**src/glm_fifo.sv**
```systemverilog
// ---------------------------------------------------------------------------
// glm_fifo
// Small synchronous queue with occupancy count.
// ---------------------------------------------------------------------------
module glm_fifo #(
  parameter int WIDTH = 2,
  parameter int DEPTH = 4,
  localparam int CW = $clog2(DEPTH + 1)
) (
  input  logic             clk,
  input  logic             rst,
  input  logic             push,
  input  logic [WIDTH-1:0] din,
  output logic             full,
  input  logic             pop,
  output logic [WIDTH-1:0] dout,
  output logic             empty,
  output logic [CW-1:0]    count
);

  localparam int AW = (DEPTH > 1) ? $clog2(DEPTH) : 1;

  logic [WIDTH-1:0] mem [DEPTH];
  logic [AW-1:0]    wr_ptr;
  logic [AW-1:0]    rd_ptr;
  logic             push_ok;
  logic             pop_ok;

  assign full    = (count == CW'(DEPTH));
  assign empty   = (count == '0);
  assign push_ok = push && !full;
  assign pop_ok  = pop && !empty;
  assign dout    = mem[rd_ptr];

  // storage
  always_ff @(posedge clk) begin
    if (push_ok) begin
      mem[wr_ptr] <= din;
    end
  end

  // pointers and count
  always_ff @(posedge clk) begin
    if (rst) begin
      wr_ptr <= '0;
      rd_ptr <= '0;
      count  <= '0;
    end else begin
      if (push_ok) begin
        wr_ptr <= (wr_ptr == AW'(DEPTH - 1)) ? '0 : wr_ptr + 1'b1;
      end
      if (pop_ok) begin
        rd_ptr <= (rd_ptr == AW'(DEPTH - 1)) ? '0 : rd_ptr + 1'b1;
      end
      if (push_ok && !pop_ok) begin
        count <= count + 1'b1;
      end else if (!push_ok && pop_ok) begin
        count <= count - 1'b1;
      end
    end
  end

endmodule

```
**config.mk**
```make
export PLATFORM = sky130hd
export DESIGN_NAME = glm_fifo
export DESIGN_NICKNAME = d
export VERILOG_FILES = /design/src/glm_fifo.sv
export SDC_FILE = /design/constraint.sdc
export NUM_CORES = 1
export LEC_CHECK = 0
export BUFFER_PORTS_ARGS = -buffer_cell sky130_fd_sc_hd__buf_2
export CORE_MARGIN = 2
export CORE_UTILIZATION = 56
export DETAILED_ROUTE_END_ITERATION = 8
export HOLD_SLACK_MARGIN = 0.05
export PLACE_DENSITY = 0.85
export SETUP_SLACK_MARGIN = 0.02
export SYNTH_ARGS = -nofsm -noshare
export SYNTH_HDL_FRONTEND = slang
export SYNTH_SLANG_ARGS = --single-unit
```
**constraint.sdc**
```tcl
create_clock -name clk -period 4.38 [get_ports clk]
set_clock_uncertainty 0.1 [all_clocks]
set_input_delay 0.438 -clock clk [delete_from_list [all_inputs] [get_ports clk]]
set_output_delay 0.438 -clock clk [all_outputs]
set_load 0.05 [all_outputs]
```
==> results.txt <==
- For hold timing, the worst endpoint is mem[3][0]$_DFFE_PP_.
- FF+latch count, synth: 17
- Reg-to-reg startpoint: count[0]$_SDFFE_PP0P_
* Required time reported for the critical path endpoint: 4500 ps
- Once the floorplan was initialized, standard cells occupied 59.5% of the core.
* Slew margin rel.: roughly 70%
- Antenna-violating nets left: 0
* Worst reg2reg endpoint: count[2]$_SDFFE_PP0P_
- Core box area: 1300 sq um
- Most instantiated library cell after synthesis: dfxtp_1
- Number of flops mapped to enable cells by yosys: 8
* DR DRC count: 0
* Startpoint of the most critical hold path: din[0]
* Overall overflow remaining after global route: 0
* Max cap viols: 0
- The max-slew violation count is 0.
- CP max stage cell: dfxtp_1
* Maximum number of pins on one net before global-route repair: 10
* Peak VDD IR: roughly 0.00044 V
- The die covers 1700 sq um.
- In the final timing run, aggregate negative setup slack is 0 ps.
* Initial DRC Count: 4
- Synthesis produced a netlist with a net count of 71.
- In the synthesized netlist, the cells that appear most often are dfxtp_1, edfxtp_1, ha_1, and2_1, nor2_1.
- I/O Pins: 13
- Number of diodes added for antenna fixing: 0
* Number of buffers inserted during clock tree synthesis: 3
- Synthesis produced a netlist whose cell count is a little under 60.
* Final hold violations: 0
- Worst r2r path cells: 8
- The top cell type by area accounts for about 31% of the synthesized area.
- Nature of the critical path startpoint: register
* Min cycle time layout: approximately 2400 ps
- Outcome: finished, final reports clean
* Worst Path Class, Setup: register to register
- At the end of the flow, the number of nets in the layout was 86.
* Post-CTS Setup Inserts: 0
- Average cell area after synthesis: around 13 sq um
- The die is just over 40 microns wide.
- Number of antenna violations at the first check in global routing: 0
- Final setup violation count: 0
- Vertical die dimension: ~41 microns
- Count of vias placed by the detailed router: 440
- Number of rows created at floorplan: 13
* Sequential area share after synthesis: 54.3%
- Share of final-layout standard cells stronger than drive strength 1: 27.8%
- Core utilization of the finished layout: 66.4%
* CTS clock-pin slew for the worst setup and hold paths: roughly 90 ps
* Slowest cell delay on critical path: 480 ps
- The Yosys step of the flow raised 0 warnings.
- In the routed layout, each cell is associated on average with a via count of approximately 5.1.
- For this run, asynchronously set or reset flops after synthesis account for 0%.
* Total power per unit cell area: between 600 and 700 nW/um^2
- Critical path buffers and inverters: 1
- Buffers added on ports: 12
- Dividing the final minimum period by the clock period gives a little over half.
- Of all nets on the critical path, the largest fanout is 7.
- TritonCTS built the clock tree.
- GRT Util Overall: 15.2%
- The routed design has slightly above 1000 microns of wire.
- Slack of the worst reg-to-reg path: approximately 2000 ps
- Max Root-Sink Buffers: 2
- Sinks on Clock Net: 17
* Distinct cell type count after synthesis: 22
- WL per Instance: roughly 12 microns
- Grouping stages by cell kind, the critical path spends the most delay in simple AND/OR/NAND/NOR gates.
- Unrepaired setup endpoints after global routing: no
- The signal on the critical path passes through nor3b_2 > nor2b_1 > ha_1 > inv_1 > fa_1 > xor2_1 > or3_1 > a21oi_1.
* Iteration count of the initial detailed-routing pass: 3
- For this run, the leading register cell type out of synthesis is dfxtp_1.
- The worst hold path belongs to the class input port to register.
- Gates resized during post-CTS repair numbered 0.
- Post-synthesis cell type with the largest combined area: edfxtp_1
* Static leakage: around 0.37 nW
- Clock H-tree levels: 1
- Clock tree root driver cell: clkbuf_4
- Transition time at the pin with the least slew margin: roughly 440 ps
- Number of global-route vias before repair: between 300 and 400
* Worst-Skew Late Latency: 270 ps
- # hold bufs at CTS: 0
* Hold Path Cell Cnt: 1
* Area grow syn2layout: 11.6%
- Arrival time of the worst setup path: 2520 ps
- The synthesized netlist occupies a cell area of ~770 sq um.
- GP Congestion: about 0.68
- Leading cell types by total area after synthesis: edfxtp_1, dfxtp_1, ha_1, mux4_2, mux2i_1
- Derived from the worst setup path, the maximum achievable clock frequency is a little over 400 MHz.
- Wire length of the first global-routing pass: roughly 1600 microns
- STA classifies the critical path endpoint as a register.
power breakdown:
part | internal, W | switching (W)
Clock | 0.0000353 | 0.0000418
Sequential | 0.000198 | 0.0000313
Combinational | 0.0000812 | 0.000152
cell families after synthesis:
family,count (synthesis),synth area share (%)
AND/OR/NAND/NOR,17,12.6
flip-flops,17,54.3
adder cells (fa/ha/maj),7,12.3
multiplexers,6,11.6
buffers and inverters,5,3.39
AO/OA/AOI/OAI,4,3.55
XOR/XNOR,2,2.26
worst register-to-register path, cell delays in order (launching register included):
cell and delay [ps]:
dfxtp_1 480, nor3b_2 90, nor2b_1 380, ha_1 270, inv_1 60, fa_1 380
xor2_1 150, or3_1 300, a21oi_1 130
placed cells by master, fill, tap and decap left out, drive strengths merged, types with 2 or more instances in the layout:
master,count
a21oi,2
and2,4
buf,12
clkbuf,4
dfxtp,9
edfxtp,8
ha,6
inv,3
mux2i,3
mux4,2
nand2b,2
nor2,4
nor3,2
or3,2
xor2,2
how the worst max path moves through the flow:
stage                                      from                    end  slack (ps)  cells past startpoint
after global placement    count[0]$_SDFFE_PP0P_  count[2]$_SDFFE_PP0P_        2000                      8
after global routing      count[0]$_SDFFE_PP0P_  count[2]$_SDFFE_PP0P_        1780                      8
after detailed placement  count[0]$_SDFFE_PP0P_  count[2]$_SDFFE_PP0P_        1970                      8
after CTS                 count[0]$_SDFFE_PP0P_  count[2]$_SDFFE_PP0P_        1940                      8
final                     count[0]$_SDFFE_PP0P_  count[2]$_SDFFE_PP0P_        1970                      8
after floorplan           count[2]$_SDFFE_PP0P_  count[2]$_SDFFE_PP0P_        1530                      9
per-stage QoR:
stage	hold WS [ps]	setup WS [ps]	total power (W)	area, sq um	instances
CTS	277	1940	0.000545	865	87
global placement	385	2000	0.000462	838	83
finish	279	1970	0.000540	865	87
detailed placement	396	1970	0.000468	838	83
global route	269	1780	0.000578	865	87
floorplan	363	1530	0.000424	774	58
metal layers:
metal | vias up | global-route usage, % | wire, microns
met2 | 10 | 25.0 | 504
met4 | 0 | 7.26 | 10
li1 | 231 | - | -
met3 | 2 | 4.89 | 37
met1 | 197 | 17.6 | 460
met5 | - | 0 | 0
final cells by class:
cell class / instances / area, sq um
well taps: 15 / 18.8
fillers: 107 / 437
multi-input cells: 36 / 328
clock buffers: 4 / 26.3
flip-flops and latches: 17 / 420
repair buffers: 12 / 60.1
inverters: 3 / 11.3
(Power assumes the default switching activity.)
