--- src/glm_pkg.sv ---
// ---------------------------------------------------------------------------
// glm_pkg
// Shared types and constants of the gradient local-minimum mask block.
// ---------------------------------------------------------------------------
package glm_pkg;

  localparam int PIX_W          = 8;
  localparam int DIM_W          = 12;
  localparam int ROW_W          = 13;
  localparam int GRAD_W         = 21;
  localparam int MAX_WIDTH_DEF  = 2048;
  localparam int MAX_HEIGHT_DEF = 2048;
  localparam int TICK_DEPTH     = 4;
  localparam int OUT_DEPTH      = 16;
  localparam int BACK_STAGES    = 6;

  localparam logic [DIM_W-1:0] DEF_WIDTH  = 12'd640;
  localparam logic [DIM_W-1:0] DEF_HEIGHT = 12'd480;

  // item commands
  localparam logic CMD_PIXEL = 1'b0;
  localparam logic CMD_FLUSH = 1'b1;

  // register indexes
  localparam logic REG_WIDTH  = 1'b0;
  localparam logic REG_HEIGHT = 1'b1;

  // channel selects
  localparam logic [1:0] CH_BLUE  = 2'd0;
  localparam logic [1:0] CH_GREEN = 2'd1;
  localparam logic [1:0] CH_RED   = 2'd2;

  typedef struct packed {
    logic [PIX_W-1:0] red;
    logic [PIX_W-1:0] green;
    logic [PIX_W-1:0] blue;
  } pix_t;

  // one classified tick handed from front to back
  typedef struct packed {
    pix_t             pix;
    logic [DIM_W-1:0] col;
    logic [DIM_W-1:0] col2;
    logic             c_is0;
    logic             c_is1;
    logic             top_refl;
    logic             bot_refl;
    logic             s2en;
    logic             c2_is0;
    logic             c2_is1;
    logic             top_ok2;
    logic             bot_ok2;
    logic             mval;
    logic             last;
  } tick_t;

  typedef struct packed {
    logic keep;
    logic frame_last;
  } result_t;

endpackage

--- src/glm_front.sv ---
// ---------------------------------------------------------------------------
// glm_front
// Tracks the raster position and classifies each accepted word into a tick.
// ---------------------------------------------------------------------------
module glm_front #(
  parameter int MAX_WIDTH  = 2048,
  parameter int MAX_HEIGHT = 2048
) (
  input  logic                       clk,
  input  logic                       rst,
  input  logic                       accept,
  input  logic                       command,
  input  glm_pkg::pix_t              pix,
  input  logic [glm_pkg::DIM_W-1:0]  cfg_width,
  input  logic [glm_pkg::DIM_W-1:0]  cfg_height,
  input  logic                       restart,
  output logic                       tick_push,
  output glm_pkg::tick_t             tick
);

  import glm_pkg::*;

  logic [DIM_W-1:0] col;
  logic [ROW_W-1:0] row;
  logic [DIM_W-1:0] w;
  logic [DIM_W-1:0] h;
  logic [ROW_W-1:0] hx;
  logic [ROW_W-1:0] row2;
  logic [DIM_W-1:0] col2;
  logic             in_frame;
  logic             s2en;
  logic             lower_ok;
  logic             upper_ok;
  logic             last;

  // clamp the dimensions
  always_comb begin
    if (cfg_width < 12'd2) begin
      w = 12'd2;
    end else if (int'(cfg_width) > MAX_WIDTH) begin
      w = DIM_W'(MAX_WIDTH);
    end else begin
      w = cfg_width;
    end
    if (cfg_height < 12'd2) begin
      h = 12'd2;
    end else if (int'(cfg_height) > MAX_HEIGHT) begin
      h = DIM_W'(MAX_HEIGHT);
    end else begin
      h = cfg_height;
    end
  end

  // classify the tick at the current position
  always_comb begin
    hx       = {1'b0, h};
    in_frame = (row < hx);
    s2en     = (row >= 13'd2) || ((row == 13'd1) && (col != '0));
    lower_ok = (row >= 13'd3) || ((row == 13'd2) && (col >= 12'd2));
    upper_ok = (row < hx + 13'd2) || ((row == hx + 13'd2) && (col < 12'd2));
    last     = (row == hx + 13'd2) && (col == 12'd1);
    col2     = (col == '0) ? w - 12'd1 : col - 12'd1;
    row2     = (col == '0) ? row - 13'd2 : row - 13'd1;

    tick.pix      = pix;
    tick.col      = col;
    tick.col2     = col2;
    tick.c_is0    = (col == '0);
    tick.c_is1    = (col == 12'd1);
    tick.top_refl = (row == 13'd1);
    tick.bot_refl = (row == hx);
    tick.s2en     = s2en;
    tick.c2_is0   = (col == 12'd1);
    tick.c2_is1   = (col2 == 12'd1);
    tick.top_ok2  = (row2 >= 13'd2);
    tick.bot_ok2  = (row2 < hx);
    tick.mval     = lower_ok && upper_ok;
    tick.last     = last;

    // flush before the frame is complete is dropped
    tick_push = accept && !(in_frame && (command == CMD_FLUSH));
  end

  // raster position
  always_ff @(posedge clk) begin
    if (rst || restart) begin
      col <= '0;
      row <= '0;
    end else if (tick_push) begin
      if (last) begin
        col <= '0;
        row <= '0;
      end else if (col == w - 12'd1) begin
        col <= '0;
        row <= row + 13'd1;
      end else begin
        col <= col + 12'd1;
      end
    end
  end

endmodule

--- config.mk ---
export PLATFORM = sky130hd
export DESIGN_NAME = glm_front
export DESIGN_NICKNAME = d
export VERILOG_FILES = /design/src/glm_pkg.sv /design/src/glm_front.sv
export SDC_FILE = /design/constraint.sdc
export NUM_CORES = 1
export LEC_CHECK = 0
export ABC_CLOCK_PERIOD_IN_PS = 5850
export BUFFER_PORTS_ARGS = -buffer_cell sky130_fd_sc_hd__buf_2
export CAP_MARGIN = 0
export CELL_PAD_IN_SITES_DETAIL_PLACEMENT = 1
export CELL_PAD_IN_SITES_GLOBAL_PLACEMENT = 1
export CORE_MARGIN = 1
export CORE_UTILIZATION = 35
export CTS_CLUSTER_SIZE = 28
export DETAILED_ROUTE_END_ITERATION = 8
export HOLD_SLACK_MARGIN = 0.15
export PLACE_DENSITY_LB_ADDON = 0.1
export SETUP_SLACK_MARGIN = 0.02
export SYNTH_ARGS = -nofsm -noshare
export SYNTH_HDL_FRONTEND = slang
export SYNTH_SLANG_ARGS = --single-unit
--- constraint.sdc ---
create_clock -name clk -period 5.85 [get_ports clk]
set_input_delay 0 -clock clk [delete_from_list [all_inputs] [get_ports clk]]
set_output_delay 0 -clock clk [all_outputs]
set_load 0.05 [all_outputs]
==> flow_summary.ini, run 1 <==
[clock_network]
clock_latency_ps = 260
clockBufferDepth = 2
cts_resized = 0
root_buffer = clkbuf_16
numCtsBuffers = 3
post_cts_buffers = 0
cts_hold_buf = 26
cts_tree = yes
h-tree-depth = 1
clkSinkCount = 25
clk_pin_slew_ps = 60

[floorplan]
placementRows = 40
die_x_um = 114
die_h_um = 114
dieArea_mm2 = 0.0130
start_util_pct = 36.2
core_mm2 = 0.0121
ios = 113

[power]
clockPowerShare_pct = 26.9
seq_power_share_pct = 29.5
switching_share_pct = 41.2
powerDensity_mw_per_mm2 = 119
combinationalPowerShare_pct = 43.6
power_switching_uw = 239
ir_drop_uv = 144
p_int_uw = 341
p_leak_uw = 0.00191

[routing]
ant_nets = 0
top_layer_used = met4
routedLengthMet1_um = 7850
dr.pass1.iters = 4
wl_met3_um = 522
wl_met2_um = 6770
wl_um = 15300
drc = 0
drt-vias-per-instance = 5.79
vias = 4679
wl_per_cell_um = 18.9
drt_iter0_markers = 279

[cells_and_area]
finalNonFillerCells = 808
num_antenna_cells = 0
fin_nets = 743
register_area_um2 = 500
layout-drive-gt1-share_pct = 13.9
nFillCells = 1582
final_cell_area_mm2 = 0.00490
multi_input_area_mm2 = 0.00344
area_growth_pct = 11.6

[sta]
max_freq_ghz = 0.204
slew_headroom_pct = 38.8
final_hold_viol_count = 0
holdWs_ps = 152
rsz0062_at_grt = false
setup_viol = 0
min_period_ps = 4910
skew_ps = 1.46
tns_ps = 0
slew_violations = 0
tightest_slew_ps = 909
min_period_over_period_pct = 83.9

[placement]
place_inst = 778
gp_congestion = 0.835
dp_hpwl_um = 12200
dpl_cell_area_mm2 = 0.00456
port-buffer-count = 64

[yosys]
synth.area.top_cells = ha_1, dfxtp_1, xnor2_1, buf_4, nand2_1
synth_top_cell_area_share_pct = 14.0
yosysWarnings = 0
synth-seq-cells = 25
synth_most_common_cell = nand2_1
syn_area_per_cell_um2 = 7.26
synth-main-ff-cell = dfxtp_1
synth_nets = 706
synthTopCellsByCount = nand2_1, ha_1, nor2_1, o21ai_0, a21oi_1
async_reset_ff_share_pct = 0
synth_area_mm2 = 0.00439
synth_edf_count = 0
syn_inst = 604
ys_types = 76
synth-seq-area-share_pct = 11.4
yosys.area.top_type = ha_1

[global_routing]
grt_pass1_vias = 4608
antenna_found_initial = 0
track_usage_pct = 23.3
grt_pass1_wl_um = 24200
grt_max_degree = 32
grt-ovfl-total = 0

[setup_path]
r2r_slack_ps = 2330
critPathRequiredTime_ps = 5850
critPathArrivalTime_ps = 4910
r2r_end = row[11]
criticalPathCategory = flip-flop to primary output
crit_fanout = 14
start_kind = flip-flop
reg2reg_from = col[4]
end_kind = primary output
r2r_cells = 8

[worst_hold_path]
hold_class = primary input to flip-flop
hold_depth = 4
hold_end = row[6]
hold_start = restart

[status]
run_status = complete, no violations

[job]
max-cap-violations = 0
## layer usage
| metal | vias up | track usage (%) |
|---|---|---|
| met1 | 2269 | 33.8 |
| met5 | - | 0 |
| met3 | 9 | 0.956 |
| met2 | 119 | 38.7 |
| met4 | 0 | 4.07 |
| li1 | 2282 | - |
## logic make-up after synthesis
kind of cell / after synthesis / synth area share, %
flops: 25 / 11.4
compound gates: 141 / 21.9
fa+ha+maj: 49 / 14.0
simple gates: 263 / 33.5
other cells: 1 / 0.0855
buf+inv: 81 / 10.2
mux: 6 / 1.43
xor+xnor: 38 / 7.59
## metrics by stage
step	total power, uW	setup slack, ps	util (%)
2_1_floorplan	368	911	-
3_3_place_gp	378	1310	37.6
3_5_place_dp	381	1230	37.6
4_1_cts	582	921	40.4
5_1_grt	608	629	40.4
6_report	581	942	40.4
## area by class of cell
class / instances / share of cell area [%]
inverter: 23 / 1.76
sequential: 25 / 10.2
clock buffer: 4 / 1.61
tap: 168 / 4.29
timing repair buffer: 90 / 11.9
multi-input combinational: 498 / 70.3
## layout by cell type (no fill, tap or decap), types with 13 or more instances in the layout
cell type      count
a21oi_1           32
buf_2             64
dfxtp_1           25
dlygate4sd3_1     26
ha_1              49
inv_1             21
nand2_1           53
nand3_1           21
nand4_1           13
nor2_1            46
nor3_1            31
nor4_1            20
o21ai_0           35
xnor2_1           24
xor2_1            14
## how the worst max path moves through the flow
stage	cells past startpoint	slack, ps	to	start
detailed placement	15	1230	tick[2]	col[4]
CTS	15	920	tick[2]	col[4]
global route	16	630	tick[2]	col[4]
floorplan	9	910	tick[4]	col[9]
finish	15	940	tick[2]	col[4]
global placement	15	1310	tick[2]	col[4]
## critical path, stage by stage (launching register included)
cell	delay [ps]
dfxtp_1	490
or4_1	730
nor2_1	550
nand2_1	270
inv_1	420
o21ai_0	310
nand2b_1	260
nor2_1	130
xor2_1	110
ha_1	240
a211oi_1	250
o211ai_1	150
o221ai_1	200
a21oi_1	60
nor3_1	170
buf_2	290
## registers in the layout, indices dropped and copies added (netlist names)
register,cells
col,12
row,13
## power groups by stage
stage	registers (uW)	clock network [uW]	logic [uW]
after global routing	171	165	272
after CTS	171	159	252
after floorplan	176	0	192
after global placement	175	0	203
after detailed placement	175	0	205
final	171	156	253
Note: power is estimated with default switching activity, not from simulation.
==> run 2: changes to the inputs <==
Settings changed: ABC_CLOCK_PERIOD_IN_PS 5850 to 4000.
Clock period 5.85 ns to 4 ns, I/O delays scaled along.
==> flow_summary.ini, run 2 (synthesis gave the netlist of run 1 again) <==
[status]
run_status = complete, no violations

[placement]
dp_worst_setup_slack_ps = 34.9
port-buffer-count = 64
dpl_cell_area_mm2 = 0.00493
dp_hpwl_um = 12900
gp_congestion = 0.878

[floorplan]
dieArea_mm2 = 0.0130
die_h_um = 114
ios = 113
core_mm2 = 0.0121
start_util_pct = 36.2
placementRows = 40
die_x_um = 114

[setup_path]
crit_top_cell = ha_1
critical-path-top-delay-family = compound AO/OA/AOI/OAI gates
critPathRequiredTime_ps = 4000
end_kind = primary output
slowest_delay_ps = 470
path_buf_inv = 2
start_kind = flip-flop
path_cells = inv_1 -> ha_1 -> or3b_4 -> o31a_1 -> o21ai_2 -> nand2b_4 -> nor3_1 -> xor2_1 -> ha_1 -> a211oi_2 -> o211ai_1 -> o221ai_1 -> a21oi_1 -> nor3_2 -> buf_4
crit_slowest_cell = or3b_4
critPathArrivalTime_ps = 3770
criticalPathCategory = flip-flop to primary output
crit_fanout = 9

[clock_network]
numCtsBuffers = 3
cts_tree = yes
clockBufferDepth = 2
root_buffer = clkbuf_16
clk_pin_slew_ps = 70
clock_latency_ps = 270
clkSinkCount = 25
h-tree-depth = 1

[cells_and_area]
final_common_cell = buf_2
nFillCells = 1548
reg_top3 = row: 13 flops, col: 12 flops
register_area_um2 = 508
largest_reg_flops = 13
multi_input_area_mm2 = 0.00358
area_growth_pct = 22.3
final_cell_mix = buf_2, nand2_1, ha_1
fin_nets = 784
final_cell_area_mm2 = 0.00536
largest_register = row
layout-drive-gt1-share_pct = 23.2
num_antenna_cells = 0

[job]
max-cap-violations = 0

[sta]
max_freq_ghz = 0.265
slew_violations = 0
slew_headroom_pct = 33.2
fin_ws_ps = 232
rsz0062_at_grt = false
tightest_slew_ps = 977
setup_viol = 0
final_hold_viol_count = 0
holdWs_ps = 141
min_period_over_period_pct = 94.2
skew_ps = 6.71
min_period_ps = 3770
tns_ps = 0

[global_routing]
track_usage_pct = 24.6
grt_pass1_wl_um = 25300
use_met1_pct = 29.6
grt-ovfl-total = 0
grt_use_met3_pct = 2.50
grt_max_degree = 17
global_route.peak_usage_layer = met2
grt_pass1_vias = 4807
antenna_found_initial = 1
grtUsageMet2_pct = 46.2

[routing]
wl_um = 16000
vias = 4911
drc = 0
drt_iter0_markers = 202
wl_per_cell_um = 18.8
ant_nets = 0
drt-vias-per-instance = 5.78
dr.pass1.iters = 4

[power]
powerDensity_mw_per_mm2 = 165
ir_drop_uv = 136
p_leak_uw = 0.00214

[worst_hold_path]
hold_class = primary input to flip-flop
run 2: changes by cell type in the layout (fill, tap and decap cells not counted), moves of 4 or more:
| cell | change |
|---|---|
| o21ai_0 | -6 |
| dfxtp_1 | -6 |
| nor4_1 | -4 |
| o21ai_1 | +4 |
| dfxtp_2 | +6 |
| buf_4 | +41 |
run 2: final timing paths:
check	startpoint	endpoint	slack (ps)	cells past startpoint
worst max-delay path	col[1]	tick[2]	230	15
worst min-delay path	restart	row[6]	140	4
worst max register to register	row[11]	row[10]	910	9
worst min register to register	row[0]	row[0]	600	2
run 2: worst register-to-register path: stages (launching register included):
cell and delay, ps:
dfxtp_1 430, ha_1 360, nand2_1 50, nor2_1 160
a21oi_1 100, nor2b_1 440, nor2_1 190, or4_4 620
or4_1 530, a21oi_1 150
run 2: timing repair:
item	in CTS	in global routing
pin swaps	0	2
gates cloned	0	0
buffers inserted	1	3
resized for setup	3	11
hold endpoints to repair	28	0
setup endpoints to repair	1	4
hold buffers	26	0
run 2: per-stage QoR:
stage / utilization, % / cells / total power (uW)
floorplan: - / 604 / 551
CTS: 43.6 / 846 / 887
detailed placement: 40.7 / 815 / 585
finish: 44.3 / 849 / 887
global placement: 40.7 / 815 / 581
global route: 44.3 / 849 / 931
run 2: layer usage:
metal	wire, um	part of all wire (%)
met2	8310	52
met4	299	1.9
met3	518	3.2
met5	13	0.081
met1	6840	43
run 2: layout make-up:
type | count | area share (%)
Tap cell | 168 | 3.92
Timing Repair Buffer | 131 | 16.8
Multi-Input combinational cell | 498 | 66.7
Sequential cell | 25 | 9.47
Inverter | 23 | 1.61
Clock buffer | 4 | 1.47
run 2: power by group:
group | total, uW | switching, uW | internal, uW
logic | 406 | 270 | 136
clock network | 232 | 95.0 | 137
registers | 250 | 0.324 | 249
total | 887 | 366 | 522
